## config.mk

```make
export PLATFORM = sky130hd
export DESIGN_NAME = base64_stream_decoder
export DESIGN_NICKNAME = d
export VERILOG_FILES = /design/src/sv/b64d_pkg.sv /design/src/sv/base64_stream_decoder.sv /design/src/sv/b64d_front.sv /design/src/sv/b64d_queue.sv /design/src/sv/b64d_back.sv
export SDC_FILE = /design/constraint.sdc
export NUM_CORES = 1
export LEC_CHECK = 0
export BUFFER_PORTS_ARGS = -buffer_cell sky130_fd_sc_hd__buf_2
export CAP_MARGIN = 20
export CORE_MARGIN = 2
export CORE_UTILIZATION = 55
export CTS_CLUSTER_DIAMETER = 60
export DETAILED_ROUTE_END_ITERATION = 7
export PLACE_DENSITY = 0.79
export RECOVER_POWER = 50
export SETUP_SLACK_MARGIN = 0.5
export SKIP_LAST_GASP = 1
export SLEW_MARGIN = 20
export SYNTH_ARGS = -nofsm -noshare
export SYNTH_HDL_FRONTEND = slang
export SYNTH_HIERARCHICAL = 1
export SYNTH_SLANG_ARGS = --single-unit
```

## constraint.sdc

```tcl
create_clock -name clk -period 7 [get_ports clk]
set_input_delay 1.4 -clock clk [delete_from_list [all_inputs] [get_ports clk]]
set_output_delay 1.4 -clock clk [all_outputs]
set_load 0.1 [all_outputs]
```

## src/sv/b64d_pkg.sv

```systemverilog
package b64d_pkg;

  // one input word: a text character and the end marker
  typedef struct packed {
    logic [7:0] char_code;
    logic       end_of_text;
  } in_word_t;

  // one result word
  typedef struct packed {
    logic [7:0] data_byte;
    logic       byte_valid;
    logic       decode_error;
    logic       last;
  } out_word_t;

  // one decoded group handed from the front to the back
  typedef struct packed {
    logic [2:0][7:0] bytes;   // packed in emit order
    logic [1:0]      nbytes;  // 0 means a single status word
    logic            err;
    logic            last;
  } grp_t;

  localparam int unsigned GrpQueueDepth = 4;
  localparam int unsigned GrpPtrW       = $clog2(GrpQueueDepth);
  localparam int unsigned GrpCountW     = $clog2(GrpQueueDepth + 1);

  localparam logic [7:0] CharCr  = 8'd13;
  localparam logic [7:0] CharLf  = 8'd10;
  localparam logic [7:0] CharPad = 8'd61;

  // base64 alphabet to sextet, unknown characters give zero
  function automatic logic [5:0] sextet_of(input logic [6:0] ch);
    logic [5:0] s;
    s = 6'd0;
    if (ch >= 7'd65 && ch <= 7'd90) begin
      s = 6'(ch - 7'd65);
    end else if (ch >= 7'd97 && ch <= 7'd122) begin
      s = 6'(ch - 7'd71);
    end else if (ch >= 7'd48 && ch <= 7'd57) begin
      s = 6'(ch + 7'd4);
    end else if (ch == 7'd43) begin
      s = 6'd62;
    end else if (ch == 7'd47) begin
      s = 6'd63;
    end
    return s;
  endfunction

endpackage

```

## src/sv/base64_stream_decoder.sv

```systemverilog
// Streaming base64 decoder. One text character is taken per cycle; CR and LF
// between groups are skipped, and every four characters give up to three
// decoded bytes, one result word per cycle while popped. The front decodes
// groups into a four-deep group queue; the back unrolls each group into its
// words, so the input stalls (in_full) only when four decoded groups are
// waiting. A word with end_of_text closes the text: the final result carries
// last, and on a bad text (unfinished group or a character of 128 or above)
// it is a single word with decode_error set, after which all bytes of that
// text are to be discarded. A completed group is written to the group queue
// and then to the back's current group register before its first byte appears.
module base64_stream_decoder (
  input  logic                clk,
  input  logic                rst_n,
  input  logic                in_push,
  output logic                in_full,
  input  b64d_pkg::in_word_t  in_word,
  output logic                out_empty,
  input  logic                out_pop,
  output b64d_pkg::out_word_t out_word
);

  b64d_pkg::grp_t push_word, head_word;
  logic           grp_push, grp_full, grp_pop, grp_empty;

  assign in_full = grp_full;

  // character front
  b64d_front u_front (
    .clk      (clk),
    .rst_n    (rst_n),
    .in_push  (in_push),
    .in_word  (in_word),
    .grp_full (grp_full),
    .grp_push (grp_push),
    .grp_word (push_word)
  );

  // decoded group queue
  b64d_queue u_queue (
    .clk       (clk),
    .rst_n     (rst_n),
    .push      (grp_push),
    .push_word (push_word),
    .full      (grp_full),
    .pop       (grp_pop),
    .head_word (head_word),
    .empty     (grp_empty)
  );

  // result back
  b64d_back u_back (
    .clk       (clk),
    .rst_n     (rst_n),
    .grp_word  (head_word),
    .grp_empty (grp_empty),
    .grp_pop   (grp_pop),
    .out_empty (out_empty),
    .out_pop   (out_pop),
    .out_word  (out_word)
  );

endmodule

```

## src/sv/b64d_front.sv

```systemverilog
module b64d_front (
  input  logic               clk,
  input  logic               rst_n,
  input  logic               in_push,
  input  b64d_pkg::in_word_t in_word,
  input  logic               grp_full,
  output logic               grp_push,
  output b64d_pkg::grp_t     grp_word
);

  logic [1:0]      pos_r, pos_nxt;
  logic            tpad_r, tpad_nxt;
  logic            err_r, err_nxt;
  logic [2:0][5:0] held_r;

  logic       accept;
  logic       skip;
  logic       complete;
  logic       is_pad;
  logic [5:0] sext;
  logic [7:0] byte1, byte2, byte3;
  logic [1:0] nbytes;

  assign accept = in_push && !grp_full;

  // character classification
  always_comb begin
    skip     = (pos_r == 2'd0) &&
               (in_word.char_code == b64d_pkg::CharCr ||
                in_word.char_code == b64d_pkg::CharLf);
    is_pad   = (in_word.char_code == b64d_pkg::CharPad);
    sext     = in_word.char_code[7] ? 6'd0 : b64d_pkg::sextet_of(in_word.char_code[6:0]);
    complete = !skip && (pos_r == 2'd3);
  end

  // byte assembly of a completed group
  always_comb begin
    byte1  = {held_r[0], held_r[1][5:4]};
    byte2  = {held_r[1][3:0], held_r[2][5:2]};
    byte3  = {held_r[2][1:0], sext};
    nbytes = 2'd1 + {1'b0, !tpad_r} + {1'b0, !is_pad};
  end

  // next group state
  always_comb begin
    pos_nxt  = pos_r;
    tpad_nxt = tpad_r;
    err_nxt  = err_r | (!skip & in_word.char_code[7]);
    if (!skip) begin
      if (complete) begin
        pos_nxt  = 2'd0;
        tpad_nxt = 1'b0;
      end else begin
        pos_nxt = pos_r + 2'd1;
        if (pos_r == 2'd2) begin
          tpad_nxt = is_pad;
        end
      end
    end
  end

  // group word toward the back
  always_comb begin
    grp_word.bytes[0] = byte1;
    grp_word.bytes[1] = tpad_r ? byte3 : byte2;
    grp_word.bytes[2] = byte3;
    grp_word.nbytes   = complete ? nbytes : 2'd0;
    grp_word.err      = 1'b0;
    grp_word.last     = in_word.end_of_text;
    if (in_word.end_of_text && (pos_nxt != 2'd0 || err_nxt)) begin
      grp_word.nbytes = 2'd0;
      grp_word.err    = 1'b1;
    end
    grp_push = accept && (complete || in_word.end_of_text);
  end

  // group state registers
  always_ff @(posedge clk) begin
    if (!rst_n) begin
      pos_r  <= 2'd0;
      tpad_r <= 1'b0;
      err_r  <= 1'b0;
    end else if (accept) begin
      if (in_word.end_of_text) begin
        pos_r  <= 2'd0;
        tpad_r <= 1'b0;
        err_r  <= 1'b0;
      end else begin
        pos_r  <= pos_nxt;
        tpad_r <= tpad_nxt;
        err_r  <= err_nxt;
      end
    end
  end

  // held sextets, written before read
  always_ff @(posedge clk) begin
    if (accept && !skip && !complete) begin
      held_r[pos_r] <= sext;
    end
  end

endmodule

```

## src/sv/b64d_queue.sv

```systemverilog
module b64d_queue (
  input  logic           clk,
  input  logic           rst_n,
  input  logic           push,
  input  b64d_pkg::grp_t push_word,
  output logic           full,
  input  logic           pop,
  output b64d_pkg::grp_t head_word,
  output logic           empty
);

  b64d_pkg::grp_t                      mem_r [b64d_pkg::GrpQueueDepth];
  logic [b64d_pkg::GrpPtrW-1:0]        wr_ptr_r, rd_ptr_r;
  logic [b64d_pkg::GrpCountW-1:0]      count_r;
  logic                                do_push, do_pop;

  assign full      = (count_r == b64d_pkg::GrpCountW'(b64d_pkg::GrpQueueDepth));
  assign empty     = (count_r == '0);
  assign head_word = mem_r[rd_ptr_r];
  assign do_push   = push && !full;
  assign do_pop    = pop && !empty;

  // storage
  always_ff @(posedge clk) begin
    if (do_push) begin
      mem_r[wr_ptr_r] <= push_word;
    end
  end

  // pointers and fill count
  always_ff @(posedge clk) begin
    if (!rst_n) begin
      wr_ptr_r <= '0;
      rd_ptr_r <= '0;
      count_r  <= '0;
    end else begin
      if (do_push) begin
        wr_ptr_r <= wr_ptr_r + 1'b1;
      end
      if (do_pop) begin
        rd_ptr_r <= rd_ptr_r + 1'b1;
      end
      if (do_push && !do_pop) begin
        count_r <= count_r + 1'b1;
      end else if (do_pop && !do_push) begin
        count_r <= count_r - 1'b1;
      end
    end
  end

endmodule

```

## src/sv/b64d_back.sv

```systemverilog
module b64d_back (
  input  logic                clk,
  input  logic                rst_n,
  input  b64d_pkg::grp_t      grp_word,
  input  logic                grp_empty,
  output logic                grp_pop,
  output logic                out_empty,
  input  logic                out_pop,
  output b64d_pkg::out_word_t out_word
);

  b64d_pkg::grp_t cur_r;
  logic           cur_valid_r;
  logic [1:0]     idx_r;
  logic [1:0]     last_idx;
  logic           final_word;
  logic           take;

  // index of the final word of the current group
  always_comb begin
    last_idx   = (cur_r.nbytes == 2'd0) ? 2'd0 : cur_r.nbytes - 2'd1;
    final_word = (idx_r == last_idx);
    take       = !cur_valid_r || (out_pop && final_word);
    grp_pop    = take && !grp_empty;
    out_empty  = !cur_valid_r;
  end

  // result word of the current position
  always_comb begin
    if (cur_r.nbytes == 2'd0) begin
      out_word.data_byte    = 8'd0;
      out_word.byte_valid   = 1'b0;
      out_word.decode_error = cur_r.err;
      out_word.last         = cur_r.last;
    end else begin
      out_word.data_byte    = cur_r.bytes[idx_r];
      out_word.byte_valid   = 1'b1;
      out_word.decode_error = 1'b0;
      out_word.last         = cur_r.last & final_word;
    end
  end

  // current group and position
  always_ff @(posedge clk) begin
    if (!rst_n) begin
      cur_valid_r <= 1'b0;
      idx_r       <= 2'd0;
    end else if (take) begin
      cur_valid_r <= !grp_empty;
      idx_r       <= 2'd0;
    end else if (out_pop) begin
      idx_r <= idx_r + 2'd1;
    end
  end

  always_ff @(posedge clk) begin
    if (grp_pop) begin
      cur_r <= grp_word;
    end
  end

endmodule
```

Word-level counts from Yosys, hierarchy flattened
Memories as Yosys holds them, arrays and structs flattened. A register that Yosys moved wholly into a read port is not among the register bits.
Index checks and enable logic that the tools add are counted.
{ "word_totals": {"ff_bits": 32, "ramBits": 112, "inputBits": 13, "output_inout_bits": 13, "wordCells": 113, "mem_count": 1} }
{ "classes": {"n_addsub": 12, "magnitude_cmp": 9, "eq_ne": 10, "mux": 28, "n_bitwise": 4, "n_reduce_logical": 38} }
{ "mem_list": {"columns": ["memory", "depth", "width", "read_ports", "rd_clocked_by_memory_dff", "wr", "line_no", "text"], "rows": [
  ["u_queue.mem_r", 4, 28, 1, 1, 1, "b64d_queue.sv:12", "b64d_pkg::grp_t mem_r [b64d_pkg::GrpQueueDepth];"]
]} }
{ "op_table": {"columns": ["operator", "n"], "rows": [
  ["two-way mux 6 bit", 7],
  ["bitwise mux 18 bit", 1],
  ["logical AND 1 bit", 17],
  ["binary-select mux 8 bit (select 2 bit)", 1],
  ["equality test 8 x 4 -> 1 bit (second input constant)", 2],
  ["two-way mux 8 bit", 2],
  ["equality test 7 x 6 -> 1 bit (second input constant)", 2],
  ["greater-or-equal comparator 7 bit (second input constant)", 2],
  ["less-or-equal comparator 7 bit (second input constant)", 2],
  ["demux 6 bit (select 2 bit)", 1],
  ["two-way mux 11 bit", 1],
  ["two-way mux 2 bit", 5],
  ["zero test 1 bit", 9],
  ["two-way mux 3 bit", 3],
  ["adder 2 x 1 -> 2 bit (second input constant)", 4],
  ["equality test 8 x 6 -> 1 bit (second input constant)", 1],
  ["greater-or-equal comparator 7 x 6 -> 1 bit (second input constant)", 1],
  ["less-or-equal comparator 7 x 6 -> 1 bit (second input constant)", 1],
  ["two-way mux 1 bit", 7],
  ["adder 6 x 3 -> 6 bit (second input constant)", 1],
  ["less-than comparator 2 x 3 -> 1 bit (second input constant)", 2],
  ["subtractor 6 x 1 -> 6 bit (second input constant)", 1],
  ["subtractor 6 x 3 -> 6 bit (second input constant)", 1],
  ["equality test 2 bit (second input constant)", 2],
  ["19 further kinds", 25]
]} }

Logic depth before layout (Yosys ltp)
{ "depth": {"depth_word": 12, "ltp_mapped": 11, "depth_no_buf": 10} }

Cells and area by module
The synthesis kept the hierarchy.
{ "modules_own_cells": {"columns": ["mod", "n_inst", "cells_each", "area_each_um2", "seq_area_each_um2"], "rows": [
  ["b64d_queue", 1, 194, 4571.9, 3543.4],
  ["b64d_front", 1, 164, 1615.3, 620.6],
  ["b64d_back", 1, 90, 1283.7, 900.9]
]} }

Worst setup path after synthesis
OpenSTA, ideal clock, no wires.
{ "synth_path": {"path_type": "register -> output", "from": "register u_back/cur_r[3] (netlist name)", "to": "output port out_word[0] (netlist name)", "arrival_time_ps": 3002, "required_time_ps": 5600, "setup_slack_ps": 2598, "path_stages_with_launch": 4, "path_buffers": 0, "cell_sequence": "edfxtp_1 > nor2_2 > inv_1 > a31oi_1"} }
{ "synth_lines": {"columns": ["item", "line_no", "text"], "rows": [
  ["to (decl)", "base64_stream_decoder.sv:19", "output b64d_pkg::out_word_t out_word"]
]} }

Worst setup path after layout
{ "layout_path": {"from": "input port out_pop", "to": "register u_queue/count_r[2] (netlist name)"} }
{ "layout_between": {"elab_chain_len": 7, "word_cells_on_any_way": 9, "classes_between": "mux: 1; reduce/logical: 8"} }
{ "layout_lines": {"columns": ["item", "line_no", "text"], "rows": [
  ["from (decl)", "base64_stream_decoder.sv:18", "input logic out_pop,"],
  ["logical AND 1 bit (*)", "b64d_back.sv:23", "take = !cur_valid_r || (out_pop && final_word);"],
  ["logical OR 1 bit (*)", "b64d_back.sv:23", null],
  ["logical AND 1 bit (*)", "b64d_back.sv:24", "grp_pop = take && !grp_empty;"],
  ["net grp_pop", "base64_stream_decoder.sv:23", "logic grp_push, grp_full, grp_pop, grp_empty;"],
  ["logical AND 1 bit (*)", "b64d_queue.sv:21", "assign do_pop = pop && !empty;"],
  ["zero test 1 bit", "b64d_queue.sv:43", "if (do_push && !do_pop) begin"],
  ["logical AND 1 bit", "b64d_queue.sv:43", null],
  ["two-way mux 3 bit / nonzero test 2 bit (equally long branches)", null, null],
  ["to (signal assigned)", "b64d_queue.sv:44", "count_r <= count_r + 1'b1;"],
  ["to (signal assigned)", "b64d_queue.sv:46", "count_r <= count_r - 1'b1;"],
  ["to (decl)", "b64d_queue.sv:14", "logic [b64d_pkg::GrpCountW-1:0] count_r;"]
]} }
The timed path passes the listed nets; every way through them passes the cells marked *.
A chain may end at the register's enable or synchronous reset.

==> out/qor.txt <==
DRT Pass-1 Iters -> 5
Antenna viol nets, final -> 0
TNS Setup -> 0 ns
CTS tree -> built
Chip height -> 121 um
Commonest non-fill, non-tap cell in the layout -> edfxtp_1
Worst-path cell chain -> clkbuf_1 -> nor2b_1 -> a41oi_1 -> and2b_1 -> clkbuf_1 -> o31ai_1 -> ha_1 -> inv_1 -> fa_1 -> xor2_1 -> or3_1 -> a21boi_0
Register clock-pin slew on the reported worst setup and hold paths -> 0.07 ns
Hold_buf cts -> 0
Layout Nets -> 512
Tcrit/Tclk final -> 61.8%
Setup crit end kind -> flip-flop
Clock Latency Late Sink -> 0.42 ns
Final setup viols -> 0
Layout Skew -> 0.00842 ns
Slowest CP cell -> clkbuf_1
Synth warn -> 6
Vias in the first global route -> 3888
Number of max-cap violations -> 4
Area Overhead vs Synth -> 11.0%
Htree depth -> 4
CTS buffer count -> 17
Max-slew violations -> 118
Least-Margin Pin Slew -> 1.86 ns
Pre-CTS setup slack -> 3.26 ns
Antenna Cells -> 0
Syn_area_per_cell -> 16.7 um^2
Seq/Total Area, Yosys -> 67.8%
Clock power frac -> 32.0%
FF-to-FF setup slack -> 2.79 ns
I/O pin count -> 26
Hold Violations, Final -> 0
Seq cells post-synth -> 174
Post-CTS Resized -> 0
Mux cell area share after synthesis -> 11.1%
Post-synth EDFFs -> 158
Switching Fraction -> 31.6%
Critical Path RT -> 7.34 ns
Starting density of the core -> 56.4%
Adder-cell share of the synthesized area -> 3.45%
Total power -> 3100 uW
Fill cells -> 951
Pwr/cell area -> 374 nW/um^2
CP most frequent cell -> clkbuf_1
Largest net degree at the start of global routing -> 31
Status -> finished, violations left
Syn_nets -> 481
Leakage power -> 0.00280 uW
Cell area after synthesis -> 7470 um^2
Final worst slack -> 2.68 ns
Sw power -> 978 uW
Postcts setup bufs -> 0
Crit path launch type -> input pin
Sequential standard cell area -> 5060 um^2
DP Wirelength -> 8350 um
GR peak layer -> met2
WL/cell -> 20.5 um
Gr usage total -> 20.4%
Internal power -> 2120 uW
Initial antenna violation count -> 0
Top FF cell, synth -> edfxtp_1
Leading cell types in the layout, fill and taps excluded -> 158 x edfxtp_1, 26 x nand2_1, 24 x mux4_2, 21 x buf_2, 19 x ha_1
Met3 Usage GRT -> 3.44%
Failing checks -> capacitance limit, slew limit
Minimum clock period after layout -> 4.32 ns
Crit-path max FO -> 30
Flop pwr share -> 45.3%
Total gr overflow -> 0
Row cnt -> 42
Slowest stage delay, CP -> 1.10 ns
Rel. slew slack -> -24.3%
DR iter-0 viols -> 235
Post-synthesis simple-gate area fraction -> 8.01%
GRT met2 Usage -> 33.2%
First-pass GRT wire length -> 21900 um
Multi-input logic area -> 2170 um^2
HP Class -> reg -> reg
WL final -> 13700 um
Vias -> 3987
Share of cells above drive strength 1 -> 19.7%
Post-Synth XOR/XNOR Area -> 1.06%
Synthesized instance count -> 448
Post-synthesis compound-gate area fraction -> 5.73%
Max Root-Sink Buffers -> 2
Core Region -> 13200 um^2
DRC -> 0
Clock tree root buffer cell -> clkbuf_16
Maximum VDD drop -> 0.168 mV
Vias per cell -> 5.97
Logic gate share of total power -> 22.7%
Die X -> 121 um
Netlist cell types -> 63
CP Data Arrival Time -> 4.67 ns
M1 GR Usage -> 28.0%
Placer Congestion -> 0.861
Max Freq -> 0.231 GHz
RSZ-0062 raised after global routing -> false
CTS sink cnt -> 174
Largest family of logic cells by synthesized area -> multiplexers
PortBufs -> 25
Ys async rst share -> 0%
Kind of critical path -> in -> reg
Die area -> 14500 um^2
[cell usage after synthesis, drive strengths merged (2+ instances only)]
cell	number	area (um^2)
mux4	28	646
a21oi	13	65.1
and4	3	26.3
xnor2	4	35.0
dfxtp	16	320
o22ai	2	12.5
nor3b	2	20.0
nand3b	3	22.5
or2	8	50.1
and2	14	87.6
mux2	5	56.3
buf	13	129
ha	19	238
nor2	17	66.3
a41oi	2	32.5
a221oi	2	17.5
nor2b	7	43.8
o21ai	4	20.0
nand2b	4	25.0
inv	16	60.1
nor3	5	30.0
o31ai	2	20.0
mux2i	13	130
a21o	2	16.3
nand3	7	40.0
clkbuf	6	22.5
xor2	5	43.8
o311ai	2	25.0
nand2	26	97.6
nand4	2	12.5
o211ai	3	22.5
edfxtp	158	4740
a21boi	5	37.5
o21a	3	22.5
a31oi	8	56.3
or3	3	18.8
and3b	2	17.5
[critical path: cells and delay by family]
family | cells | cell delay (ns)
AOI/OAI and AO/OA | 3 | 0.81
xor gates and xnor gates | 1 | 0.07
adders and majority gates | 2 | 0.52
buffers and inverters | 3 | 1.31
and+or+nand+nor | 3 | 0.55
[area by class of cell]
type	instances	share of cell area, %
flip-flops and latches	174	61.1
multi-input cells	239	26.1
clock inverters	15	2.49
inverters	16	0.724
clock buffers	17	5.13
well taps	176	2.65
repair buffers	31	1.81
[worst paths after layout]
path	cells past startpoint	start	end
worst max-delay path	12	out_pop	u_queue/count_r[2]
worst min-delay path	2	u_front/err_r	u_front/err_r
worst min register to register	2	u_front/err_r	u_front/err_r
worst max register to register	11	u_back/idx_r[0]	u_queue/count_r[2]
[cells by family after synthesis]
family / count (synthesis)
DFF: 174
xor gates and xnor gates: 9
buffers and inverters: 35
muxes: 46
and+or+nand+nor: 108
adders and majority gates: 20
AOI/OAI and AO/OA: 56
[power groups by stage]
stage          clock [uW]  sequential [uW]  combinational, uW
2_1_floorplan           0             1370                626
3_3_place_gp            0             1420                695
3_5_place_dp            0             1430                709
4_1_cts              1010             1400                717
5_1_grt              1040             1430                747
6_report              992             1400                703
[registers in the layout, summed over array words and instances, names as in the netlist, named ones only]
signal and flops:
u_front/pos_r 2, u_front/err_r 1, u_queue/mem_r 112, u_queue/rd_ptr_r 2
u_front/grp_word 10, u_back/cur_r 28, u_back/cur_valid_r 1, u_queue/count_r 3
u_queue/wr_ptr_r 2, u_back/idx_r 2, u_front/tpad_r 1, u_front/byte2 8
[metal layers]
layer  share of wire, %  vias up
met4                1.6        0
met3                4.3       21
met2                 50      111
li1                   -     1802
met1                 44     2053
met5                  0        -
[metrics by stage]
stage | instance area [um^2] | hold slack, ns | utilization (%) | instances
final | 8300 | 0.491 | 62.6 | 668
after detailed placement | 7710 | 0.475 | 58.2 | 636
after CTS | 8340 | 0.491 | 63.0 | 668
after global routing | 8300 | 0.522 | 62.6 | 668
after global placement | 7710 | 0.457 | 58.2 | 636
after floorplan | 7470 | 0.432 | - | 448
No activity file was read; power rests on OpenSTA's default activity.
